[src/rtl/assert_macros.svh]
// Assertion helpers for the envelope generator RTL.
// ASSERT_CLK expects signals named clk and rst, ASSERT_ALL one named clk, in the calling scope.
`ifndef ASSERT_MACROS_SVH
`define ASSERT_MACROS_SVH
`ifndef SYNTH
// Checked at every clock edge outside reset
`define ASSERT_CLK(lbl, prop, msg) \
  lbl: assert property (@(posedge clk) disable iff (rst) prop) else $error(msg);
// Checked at every clock edge, reset included
`define ASSERT_ALL(lbl, prop, msg) \
  lbl: assert property (@(posedge clk) prop) else $error(msg);
`else
`define ASSERT_CLK(lbl, prop, msg)
`define ASSERT_ALL(lbl, prop, msg)
`endif
`endif

[src/rtl/adsr_pkg.sv]
package adsr_pkg;

  // Field widths
  localparam int LEVEL_W    = 24;
  localparam int ALPHA_W    = 24;
  localparam int OFFSET_W   = 25;
  localparam int Q_FRAC     = 23;
  localparam int CFG_IDX_W  = 3;
  localparam int CFG_DATA_W = 25;

  // Default samples per frame
  localparam int FRAME_LEN_DEF = 32;

  // 1.0 in Q1.23
  localparam logic [LEVEL_W-1:0] Q23_ONE = 24'h800000;

  // Register reset values
  localparam logic [ALPHA_W-1:0]         ATTACK_ALPHA_RST   = '0;
  localparam logic signed [OFFSET_W-1:0] ATTACK_OFFSET_RST  = 25'sh0800000;
  localparam logic [ALPHA_W-1:0]         DECAY_ALPHA_RST    = '0;
  localparam logic signed [OFFSET_W-1:0] DECAY_OFFSET_RST   = 25'sh0400000;
  localparam logic [ALPHA_W-1:0]         RELEASE_ALPHA_RST  = '0;
  localparam logic signed [OFFSET_W-1:0] RELEASE_OFFSET_RST = '0;
  localparam logic [LEVEL_W-1:0]         SUSTAIN_LEVEL_RST  = 24'h400000;

  // Configuration register indexes
  typedef enum logic [CFG_IDX_W-1:0] {
    REG_ATTACK_ALPHA   = 3'd0,
    REG_ATTACK_OFFSET  = 3'd1,
    REG_DECAY_ALPHA    = 3'd2,
    REG_DECAY_OFFSET   = 3'd3,
    REG_RELEASE_ALPHA  = 3'd4,
    REG_RELEASE_OFFSET = 3'd5,
    REG_SUSTAIN_LEVEL  = 3'd6
  } cfg_reg_t;

  // Envelope phase, one-hot
  typedef enum logic [4:0] {
    PH_OFF     = 5'b00001,
    PH_ATTACK  = 5'b00010,
    PH_DECAY   = 5'b00100,
    PH_SUSTAIN = 5'b01000,
    PH_RELEASE = 5'b10000
  } phase_t;

  // Frame sequencer state, one-hot
  typedef enum logic [1:0] {
    ST_IDLE = 2'b01,
    ST_RUN  = 2'b10
  } seq_state_t;

endpackage

[src/rtl/adsr_envelope_generator.sv]
// ADSR envelope generator, exponential one-pole segments, Q1.23.
// Input channel (in_valid/in_ready): one frame tick with gate_on and trigger.
// On each transfer the phase machine (off, attack, decay, sustain, release)
// is stepped once and the phase's coefficient pair is loaded.
// Output channel (out_valid/out_ready): FRAME_LEN samples per tick, the
// last one flagged by last_of_frame. Off phase gives zero samples.
// After an input transfer the sequencer enters its run state and then
// loads the first sample into the output register. Throughput: one
// sample per cycle while the receiver does not stall, from the single
// multiply-add-clamp unit, which runs once per sample on the running level.
// Each run ends in the idle state, where the next tick is taken.
// in_ready is high only between runs; the next tick may be taken while the
// final sample of the previous run still sits in the output register.
// A receiver stall freezes the run: the output register holds its sample
// and the sample unit waits. Configuration writes (cfg_we) take effect
// at once; the user must issue them only between runs (not enforced).
// Synchronous reset clears the phase to off, the level to zero and loads
// the register defaults.
`include "assert_macros.svh"

module adsr_envelope_generator #(
  parameter int FRAME_LEN = adsr_pkg::FRAME_LEN_DEF
) (
  input  logic                              clk,
  input  logic                              rst,
  input  logic                              cfg_we,
  input  logic [adsr_pkg::CFG_IDX_W-1:0]    cfg_index,
  input  logic [adsr_pkg::CFG_DATA_W-1:0]   cfg_data,
  input  logic                              in_valid,
  output logic                              in_ready,
  input  logic                              gate_on,
  input  logic                              trigger,
  output logic                              out_valid,
  input  logic                              out_ready,
  output logic [adsr_pkg::LEVEL_W-1:0]      level,
  output logic                              last_of_frame
);
  import adsr_pkg::*;

  localparam int CNT_W = $clog2(FRAME_LEN + 1);
  localparam logic [CNT_W-1:0] CNT_LAST = CNT_W'(FRAME_LEN - 1);

  // Configuration registers
  logic [ALPHA_W-1:0]         attack_alpha, decay_alpha, release_alpha;
  logic signed [OFFSET_W-1:0] attack_offset, decay_offset, release_offset;
  logic [LEVEL_W-1:0]         sustain_level;

  // Envelope state
  phase_t                     phase, phase_next;
  logic [LEVEL_W-1:0]         env_level, env_level_next;
  logic [ALPHA_W-1:0]         cur_alpha, cur_alpha_next;
  logic signed [OFFSET_W-1:0] cur_offset, cur_offset_next;

  // Sequencer
  seq_state_t         state;
  logic [CNT_W-1:0]   cnt;
  logic               in_xfer;
  logic               smp_load;
  logic               smp_last;
  logic [LEVEL_W-1:0] mac_level;

  assign in_ready = (state == ST_IDLE);
  assign in_xfer  = in_valid && in_ready;
  assign smp_load = (state == ST_RUN) && (!out_valid || out_ready);
  assign smp_last = (cnt == CNT_LAST);

  // Register writes
  always_ff @(posedge clk) begin
    if (rst) begin
      attack_alpha   <= ATTACK_ALPHA_RST;
      attack_offset  <= ATTACK_OFFSET_RST;
      decay_alpha    <= DECAY_ALPHA_RST;
      decay_offset   <= DECAY_OFFSET_RST;
      release_alpha  <= RELEASE_ALPHA_RST;
      release_offset <= RELEASE_OFFSET_RST;
      sustain_level  <= SUSTAIN_LEVEL_RST;
    end else if (cfg_we) begin
      case (cfg_index)
        REG_ATTACK_ALPHA:   attack_alpha   <= cfg_data[ALPHA_W-1:0];
        REG_ATTACK_OFFSET:  attack_offset  <= $signed(cfg_data[OFFSET_W-1:0]);
        REG_DECAY_ALPHA:    decay_alpha    <= cfg_data[ALPHA_W-1:0];
        REG_DECAY_OFFSET:   decay_offset   <= $signed(cfg_data[OFFSET_W-1:0]);
        REG_RELEASE_ALPHA:  release_alpha  <= cfg_data[ALPHA_W-1:0];
        REG_RELEASE_OFFSET: release_offset <= $signed(cfg_data[OFFSET_W-1:0]);
        REG_SUSTAIN_LEVEL:  sustain_level  <= cfg_data[LEVEL_W-1:0];
        default: ;
      endcase
    end
  end

  // Phase rules, first match wins
  always_comb begin
    phase_next      = phase;
    env_level_next  = env_level;
    cur_alpha_next  = cur_alpha;
    cur_offset_next = cur_offset;
    if (!gate_on && phase == PH_RELEASE && env_level == '0) begin
      phase_next      = PH_OFF;
      env_level_next  = '0;
      cur_alpha_next  = '0;
      cur_offset_next = '0;
    end else if (!gate_on && phase != PH_OFF) begin
      phase_next      = PH_RELEASE;
      cur_alpha_next  = release_alpha;
      cur_offset_next = release_offset;
    end else if (trigger) begin
      phase_next      = PH_ATTACK;
      cur_alpha_next  = attack_alpha;
      cur_offset_next = attack_offset;
    end else if (phase == PH_ATTACK && env_level >= Q23_ONE) begin
      phase_next      = PH_DECAY;
      cur_alpha_next  = decay_alpha;
      cur_offset_next = decay_offset;
    end else if (phase == PH_DECAY && env_level <= sustain_level) begin
      phase_next      = PH_SUSTAIN;
      cur_alpha_next  = Q23_ONE;
      cur_offset_next = '0;
      env_level_next  = (sustain_level > Q23_ONE) ? Q23_ONE : sustain_level;
    end
  end

  // Shared multiply-add-clamp unit
  adsr_mac u_mac (
    .y      (env_level),
    .alpha  (cur_alpha),
    .offset (cur_offset),
    .y_next (mac_level)
  );

  // Envelope state: phase step on a tick, level step on each sample
  always_ff @(posedge clk) begin
    if (rst) begin
      phase      <= PH_OFF;
      env_level  <= '0;
      cur_alpha  <= '0;
      cur_offset <= '0;
    end else if (in_xfer) begin
      phase      <= phase_next;
      env_level  <= env_level_next;
      cur_alpha  <= cur_alpha_next;
      cur_offset <= cur_offset_next;
    end else if (smp_load && phase != PH_OFF) begin
      env_level <= mac_level;
    end
  end

  // Frame sequencer
  always_ff @(posedge clk) begin
    if (rst) begin
      state <= ST_IDLE;
      cnt   <= '0;
    end else begin
      case (state)
        ST_IDLE: begin
          if (in_xfer) begin
            state <= ST_RUN;
            cnt   <= '0;
          end
        end
        ST_RUN: begin
          if (smp_load) begin
            if (smp_last) begin
              state <= ST_IDLE;
              cnt   <= '0;
            end else begin
              cnt <= cnt + 1'b1;
            end
          end
        end
        default: begin
          state <= ST_IDLE;
          cnt   <= '0;
        end
      endcase
    end
  end

  // Output register
  always_ff @(posedge clk) begin
    if (rst) begin
      out_valid <= 1'b0;
    end else if (smp_load) begin
      out_valid <= 1'b1;
    end else if (out_ready) begin
      out_valid <= 1'b0;
    end
  end

  always_ff @(posedge clk) begin
    if (smp_load) begin
      level         <= (phase == PH_OFF) ? '0 : mac_level;
      last_of_frame <= smp_last;
    end
  end

  // Checks
  `ASSERT_CLK(a_level_range, out_valid |-> level <= Q23_ONE, "level above 1.0")
  `ASSERT_CLK(a_tick_at_frame_start, in_xfer |-> cnt == '0, "tick taken mid-run")
  `ASSERT_CLK(a_run_end_marked, (smp_load && smp_last) |=>
    (state == ST_IDLE && out_valid && last_of_frame), "run end not marked")
  `ASSERT_ALL(a_sustain_pair, phase == PH_SUSTAIN |->
    (cur_alpha == Q23_ONE && cur_offset == '0), "sustain coefficients wrong")

endmodule

[src/rtl/adsr_mac.sv]
module adsr_mac (
  input  logic [adsr_pkg::LEVEL_W-1:0]         y,
  input  logic [adsr_pkg::ALPHA_W-1:0]         alpha,
  input  logic signed [adsr_pkg::OFFSET_W-1:0] offset,
  output logic [adsr_pkg::LEVEL_W-1:0]         y_next
);
  import adsr_pkg::*;

  localparam int PROD_W  = LEVEL_W + ALPHA_W;
  localparam int SCALE_W = PROD_W - Q_FRAC;
  localparam int SUM_W   = OFFSET_W + 2;

  logic [PROD_W-1:0]       prod;
  logic [SCALE_W-1:0]      scaled;
  logic signed [SUM_W-1:0] sum;

  // One-pole step: offset + floor(y * alpha / 2^23)
  assign prod   = PROD_W'(y) * PROD_W'(alpha);
  assign scaled = prod[PROD_W-1:Q_FRAC];
  assign sum    = $signed({{2{offset[OFFSET_W-1]}}, offset})
                + $signed({{(SUM_W-SCALE_W){1'b0}}, scaled});

  // Clamp to 0 .. 1.0
  always_comb begin
    if (sum[SUM_W-1]) begin
      y_next = '0;
    end else if (sum > $signed(SUM_W'(Q23_ONE))) begin
      y_next = Q23_ONE;
    end else begin
      y_next = sum[LEVEL_W-1:0];
    end
  end

endmodule
[config.mk]
export PLATFORM = sky130hd
export DESIGN_NAME = adsr_envelope_generator
export DESIGN_NICKNAME = d
export VERILOG_FILES = /design/src/rtl/adsr_pkg.sv /design/src/rtl/adsr_envelope_generator.sv /design/src/rtl/adsr_mac.sv
export VERILOG_INCLUDE_DIRS = /design/src /design/src/rtl
export SDC_FILE = /design/constraint.sdc
export NUM_CORES = 2
export LEC_CHECK = 0
export BUFFER_PORTS_ARGS = -buffer_cell sky130_fd_sc_hd__buf_4
export CORE_UTILIZATION = 35
export CTS_CLUSTER_DIAMETER = 100
export DETAILED_ROUTE_END_ITERATION = 8
export PLACE_DENSITY = 0.59
export SYNTH_ARGS = -nofsm -noshare
export SYNTH_HDL_FRONTEND = slang
export SYNTH_SLANG_ARGS = --single-unit
[constraint.sdc]
create_clock -name clk -period 17.74 [get_ports clk]
set_input_delay 0 -clock clk [delete_from_list [all_inputs] [get_ports clk]]
set_output_delay 0 -clock clk [all_outputs]
set_load 0.005 [all_outputs]
Word level (Yosys, flattened, before mapping)
Cells that the tools add are included.
- magnitude comparators: 4
- $mul: 1
- eq/ne operators: 21
- reductions and logical operators: 27
- multiplexer cells: 35
- add/sub/neg operators: 2
- operators with widths (kind ; count):
    24-bit 2-to-1 mux ; 15
    25-bit 2-to-1 mux ; 5
    24-bit by 24-bit multiplier with 48-bit output ; 1
    25-bit by 26-bit adder with 27-bit output ; 1
    27-bit by 25-bit greater-than comparator with 1-bit output, second input constant ; 1
    5-bit 2-to-1 mux ; 5
    24-bit greater-or-equal comparator, second input constant ; 1
    24-bit greater-than comparator, second input constant ; 1
    24-bit <= comparator ; 1
    24-bit zero test ; 1
    6-bit 2-to-1 mux ; 3
    2-bit AND reduction ; 9
    6-bit case mux with 2 select lines ; 1
    3-bit equality test, second input constant ; 3
    1-bit logical AND ; 8
    6-bit by 1-bit adder with 6-bit output, second input constant ; 1
    3-bit by 2-bit equality test with 1-bit output, second input constant ; 2
    6-bit by 5-bit equality test with 1-bit output, second input constant ; 1
    2-bit 2-to-1 mux ; 3
    3-bit inequality test, second input constant ; 2
    5-bit by 1-bit equality test with 1-bit output, second input constant ; 1
    5-bit by 2-bit equality test with 1-bit output, second input constant ; 1
    5-bit by 3-bit equality test with 1-bit output, second input constant ; 1
    5-bit equality test, second input constant ; 1
    17 further kinds ; 21
- input bits: 35
- register bits: 283
- output and inout port bits: 27
- word-level logic and storage cells: 106

Logic depth before layout (Yosys ltp)
- depth after elaboration: 8
- depth in mapped cells: 40
- gate-level depth less buffers: 36

Hierarchy
Synthesis repeated with hierarchy kept, for this count alone.
- cell total of the unflattened synthesis: 3712
- area total of the unflattened synthesis: 31554.0 um2
- modules (own cells, without submodules) (module ; times used ; sequential area each (um2) ; cells an instance ; area an instance (um2)):
    adsr_mac ; 1 ; 0.0 ; 2286 ; 19836.5
    adsr_envelope_generator ; 1 ; 5915.7 ; 1426 ; 11717.5

Worst setup path after synthesis
No wires, ideal clock.
- path type: register to register
- start: register env_level[21]
- end: register env_level[22]
- arrival: 9.154 ns
- buffers on the path: 5
- clock period less this slack: 9.242 ns
- data required time: 17.652 ns
- stages on the path, launching flop included: 38
- slack: 8.498 ns
- setup time: 0.088 ns
- cell sequence: dfxtp_1 clkbuf_1 clkbuf_1 nand2_1 fa_1 fa_1 fa_1 inv_1 fa_1 fa_1 fa_1 inv_1 fa_1 inv_1 ha_1 clkbuf_1 a21o_1 a21o_1 [... 2 more ...] o21ai_0 o21bai_1 o31ai_1 o21ai_0 xor2_1 ha_1 buf_2 a21o_1 a21o_1 a21o_1 a221o_1 a21o_1 a21oi_1 mux2i_1 a32o_1 buf_4 or4b_1 a311oi_2
- cells in the longest elaborated chain, start to end: 7
- elaborated cells between the ends (all ways): 19
- classes of those cells: add/sub (1); mul (1); order compare (3); eq/ne (4); mux (5); reduce/logical (5)
- RTL lines (item ; line ; text):
    from (decl) ; adsr_envelope_generator.sv:50 ; logic [LEVEL_W-1:0] env_level, env_level_next;
    from (signal assigned) ; adsr_envelope_generator.sv:139 ; env_level <= env_level_next;
    from (signal assigned) ; adsr_envelope_generator.sv:143 ; env_level <= mac_level;
    24-bit by 24-bit multiplier with 48-bit output ; adsr_mac.sv:18 ; assign prod = PROD_W'(y) * PROD_W'(alpha);
    25-bit by 26-bit adder with 27-bit output ; adsr_mac.sv:21 ; + $signed({{(SUM_W-SCALE_W){1'b0}}, scaled});
    27-bit by 25-bit greater-than comparator with 1-bit output ; adsr_mac.sv:27 ; end else if (sum > $signed(SUM_W'(Q23_ONE))) begin
    24-bit 2-to-1 mux ; adsr_mac.sv:27 ;
    24-bit 2-to-1 mux ; adsr_mac.sv:25 ; if (sum[SUM_W-1]) begin
    24-bit 2-to-1 mux ; adsr_envelope_generator.sv:142 ; end else if (smp_load && phase != PH_OFF) begin
    24-bit 2-to-1 mux ; adsr_envelope_generator.sv:137 ; end else if (in_xfer) begin
Several ways; a longest one is shown, not always the timed one. The select of a mux whose other input is x is not followed.
A chain may end at the register's enable or synchronous reset.

Final worst setup path
- start: register cur_alpha[9]
- end: register level[9] (netlist bit), data pin
- cells in the longest elaborated chain, start to end: 5
- RTL lines (item ; line ; text):
    from (decl) ; adsr_envelope_generator.sv:51 ; logic [ALPHA_W-1:0] cur_alpha, cur_alpha_next;
    from (signal assigned) ; adsr_envelope_generator.sv:140 ; cur_alpha <= cur_alpha_next;
    24-bit by 24-bit multiplier with 48-bit output * ; adsr_mac.sv:18 ;
    25-bit by 26-bit adder with 27-bit output * ; adsr_mac.sv:21 ;
    27-bit by 25-bit greater-than comparator with 1-bit output ; adsr_mac.sv:27 ;
    24-bit 2-to-1 mux ; adsr_mac.sv:27 ;
    24-bit 2-to-1 mux * ; adsr_mac.sv:25 ;
    to (signal assigned) ; adsr_envelope_generator.sv:191 ; level <= (phase == PH_OFF) ? '0 : mac_level;
    to (decl) ; adsr_envelope_generator.sv:35 ; output logic [adsr_pkg::LEVEL_W-1:0] level,
Every way passes the cells marked *; elsewhere a longest branch is shown, timed or not.

==> flow_metrics.tcl <==
set metrics [dict create \
    layout_worst_path_cycle_share_pct 66.7 \
    r2r_setup_slack_ns 5.91 \
    drive_above_1_share_pct 5.83 \
    nets 4472 \
    report.final.hold_viol_count 0 \
    die-area_um2 91600 \
    die_h_um 303 \
    post_cts_buffers 0 \
    numClockSinks 283 \
    drv_cap 0 \
    clk-insertion-delay-late_ns 0.56 \
    start_kind "flop" \
    synth_area_um2 31600 \
    grt_usage_pct 20.9 \
    syn-instance-count 3766 \
    rows 109 \
    worst_pin_slew_ns 1.27 \
    start_util_pct 35.6 \
    power.density_nw_per_um2 44.0 \
    cts_max_path_buffers 3 \
    slew_violations 0 \
    synth_edf_count 25 \
    antenna_found_initial 1 \
    vias_per_cell 5.17 \
    p_leak_nw 15.8 \
    vias 25400 \
    grt_pass1_vias 26000 \
    maxSlewHeadroom_pct 15.3 \
    final_cell_mix "nand2_1 (837), inv_1 (559), fa_1 (482)" \
    drtAntennaViolNets 0 \
    whs_path_depth 5 \
    synthFlopType "dfxtp_1" \
    dp_hpwl_um 69300 \
    worst_ep_required_time_ns 18.12 \
    whs_ns 0.0551 \
    synth.distinct_cells 71 \
    reg2reg_from "cur_alpha[9]" \
    synth.avg_cell_area_um2 8.40 \
    drc 0 \
    cp.arrival_ns 12.22 \
    ys_warn_count 0 \
    routed_wl_um 94300 \
    worst-setup-path-type "flop to flop" \
    hold_path.class "input pin to flop" \
    mostFrequentLayoutCell "nand2_1" \
    fmax_mhz 84.5 \
    wire_per_inst_um 19.2 \
    htree_levels 2 \
    crit_top_cell "fa_1" \
    rsz0062_at_grt "no" \
    critical_path.slowest_cell "dfxtp_1" \
    cts-root-buf "clkbuf_16" \
    io-pin-count 62 \
    cp_max_fo 25 \
    fin_tns_setup_ns 0 \
    cts_resized 0 \
    setup_viol 0 \
    worst_setup_path_end_kind "flop" \
    skew_ns 0.0294 \
    cts_tree "yes" \
    core_um2 88900 \
    cp_slowest_stage_delay_ns 1.13 \
    cts_made_buffers 34 \
    worstRegToRegCells 34 \
    postSynth.asyncResetShare_pct 0 \
    die_width_um 303 \
    peakVddDrop_mv 0.0840 \
    reg2reg_to "level[9]" \
    grt.overflow.total 0 \
    synth_nets 4504 \
    place.gp.congestion 0.925 \
    run_status "finished clean" \
    grt_pass1_wl_um 149000 \
    clk_pin_slew_worst_paths_ns 0.06 \
    grt_max_degree 128 \
    seq_area_frac_synth_pct 18.7 \
    min_from "cfg_index[1]" \
    ys_ff_latch 283 \
    dr.pass1.iters 8 \
    port_buffers 61 \
    min_to "attack_offset[18]" \
    area_delta_synth_final_pct 9.47 \
    period_needed_ns 11.83 \
    drtIter0Drc 1672 \
]
-- synthesized netlist by cell type, types with 11 or more instances --
| library cell | n | share of area [%] |
|---|---|---|
| o2111ai_1 | 35 | 0.97 |
| ha_1 | 221 | 8.7 |
| nand3_1 | 52 | 0.82 |
| nor4_1 | 12 | 0.24 |
| fa_1 | 482 | 30 |
| clkbuf_1 | 219 | 2.6 |
| xnor2_1 | 27 | 0.75 |
| and3_1 | 11 | 0.22 |
| dfxtp_1 | 258 | 16 |
| edfxtp_1 | 25 | 2.4 |
| nand4_1 | 27 | 0.53 |
| xor2_1 | 25 | 0.69 |
| nor2b_1 | 19 | 0.38 |
| nand2_1 | 837 | 9.9 |
| a31oi_1 | 24 | 0.47 |
| nor2_1 | 105 | 1.2 |
| o211ai_1 | 40 | 0.95 |
| nor3_1 | 19 | 0.30 |
| inv_1 | 559 | 6.6 |
| nand2b_1 | 12 | 0.24 |
| a21oi_1 | 270 | 4.3 |
| a21o_1 | 42 | 1.0 |
| o21ai_0 | 36 | 0.57 |
| and2_1 | 274 | 5.4 |
| a311oi_1 | 11 | 0.30 |
-- area by class of cell --
| cell class | instances | area, um^2 |
|---|---|---|
| Fill cell | 9273 | 54300 |
| Sequential cell | 283 | 5920 |
| Multi-Input combinational cell | 2698 | 22800 |
| Clock inverter | 12 | 110 |
| Timing Repair Buffer | 158 | 1260 |
| Antenna cell | 1 | 2.50 |
| Clock buffer | 47 | 985 |
| Tap cell | 1165 | 1460 |
| Inverter | 559 | 2100 |
-- per-layer routing --
| metal | share of wire (%) | global-route usage (%) | up-vias |
|---|---|---|---|
| met3 | 5.8 | 2.09 | 119 |
| met1 | 44 | 28.9 | 12800 |
| met4 | 2.8 | 5.85 | 0 |
| met2 | 47 | 34.8 | 749 |
| li1 | - | - | 11800 |
| met5 | 0 | 0 | - |
-- per-stage QoR --
step | area [um^2] | std cells | util, % | total power (W) | worst slack [ns]
after global routing | 34600 | 4922 | 38.9 | 0.00157 | 5.07
after detailed placement | 33200 | 4834 | 37.4 | 0.000836 | 5.99
after global placement | 33200 | 4834 | 37.4 | 0.000836 | 6.13
after floorplan | 31600 | 3766 | - | 0.000770 | 8.50
final | 34600 | 4923 | 38.9 | 0.00152 | 5.91
after CTS | 34600 | 4922 | 38.9 | 0.00153 | 5.90
-- what timing repair did --
item | CTS | global route
hold buffers | 29 | 0
endpoints found under the hold margin | 177 | 0
endpoints found under the setup margin | 0 | 0
-- worst max-delay path, delay by kind of cell (launching register included) --
family / cells / cell delay (ns)
AOI/OAI and AO/OA: 11 / 3.36
buffers and inverters: 5 / 0.27
adders and majority gates: 9 / 4.26
DFF: 1 / 1.13
and+or+nand+nor: 7 / 1.89
xor gates and xnor gates: 2 / 0.74
-- logic make-up after synthesis --
logic type	share of synthesized area, %
XOR/XNOR	1.44
AND/OR/NAND/NOR	20.0
adder cells (fa/ha/maj)	39.2
multiplexers	0.0633
buffers and inverters	9.38
AO/OA/AOI/OAI	11.2
flip-flops	18.7
-- registers in the layout (all words and copies together), names as in the netlist, 2 cells and up --
name,flops
decay_offset,25
attack_alpha,24
sustain_level,24
state,2
phase,5
attack_offset,25
cur_alpha,24
level,24
release_alpha,24
cur_offset,25
cnt,6
release_offset,25
decay_alpha,24
env_level,24
-- worst max-delay path by stage --
stage	from	end	slack (ns)	cells past startpoint
detailed placement	cur_alpha[9]	level[9]	5.99	34
global placement	env_level[9]	level[19]	6.13	34
global route	cur_alpha[9]	level[9]	5.07	35
CTS	cur_alpha[9]	level[9]	5.90	34
finish	cur_alpha[9]	level[9]	5.91	34
floorplan	env_level[21]	env_level[22]	8.50	37
-- power breakdown --
part | switching (W) | leakage [nW] | internal (W)
Clock | 0.000289 | 0.542 | 0.000405
Combinational | 0.000110 | 12.9 | 0.0000453
Sequential | 0.0000166 | 2.36 | 0.000658
Total | 0.000416 | 15.8 | 0.00111
Note: power is estimated with default switching activity, not from simulation.
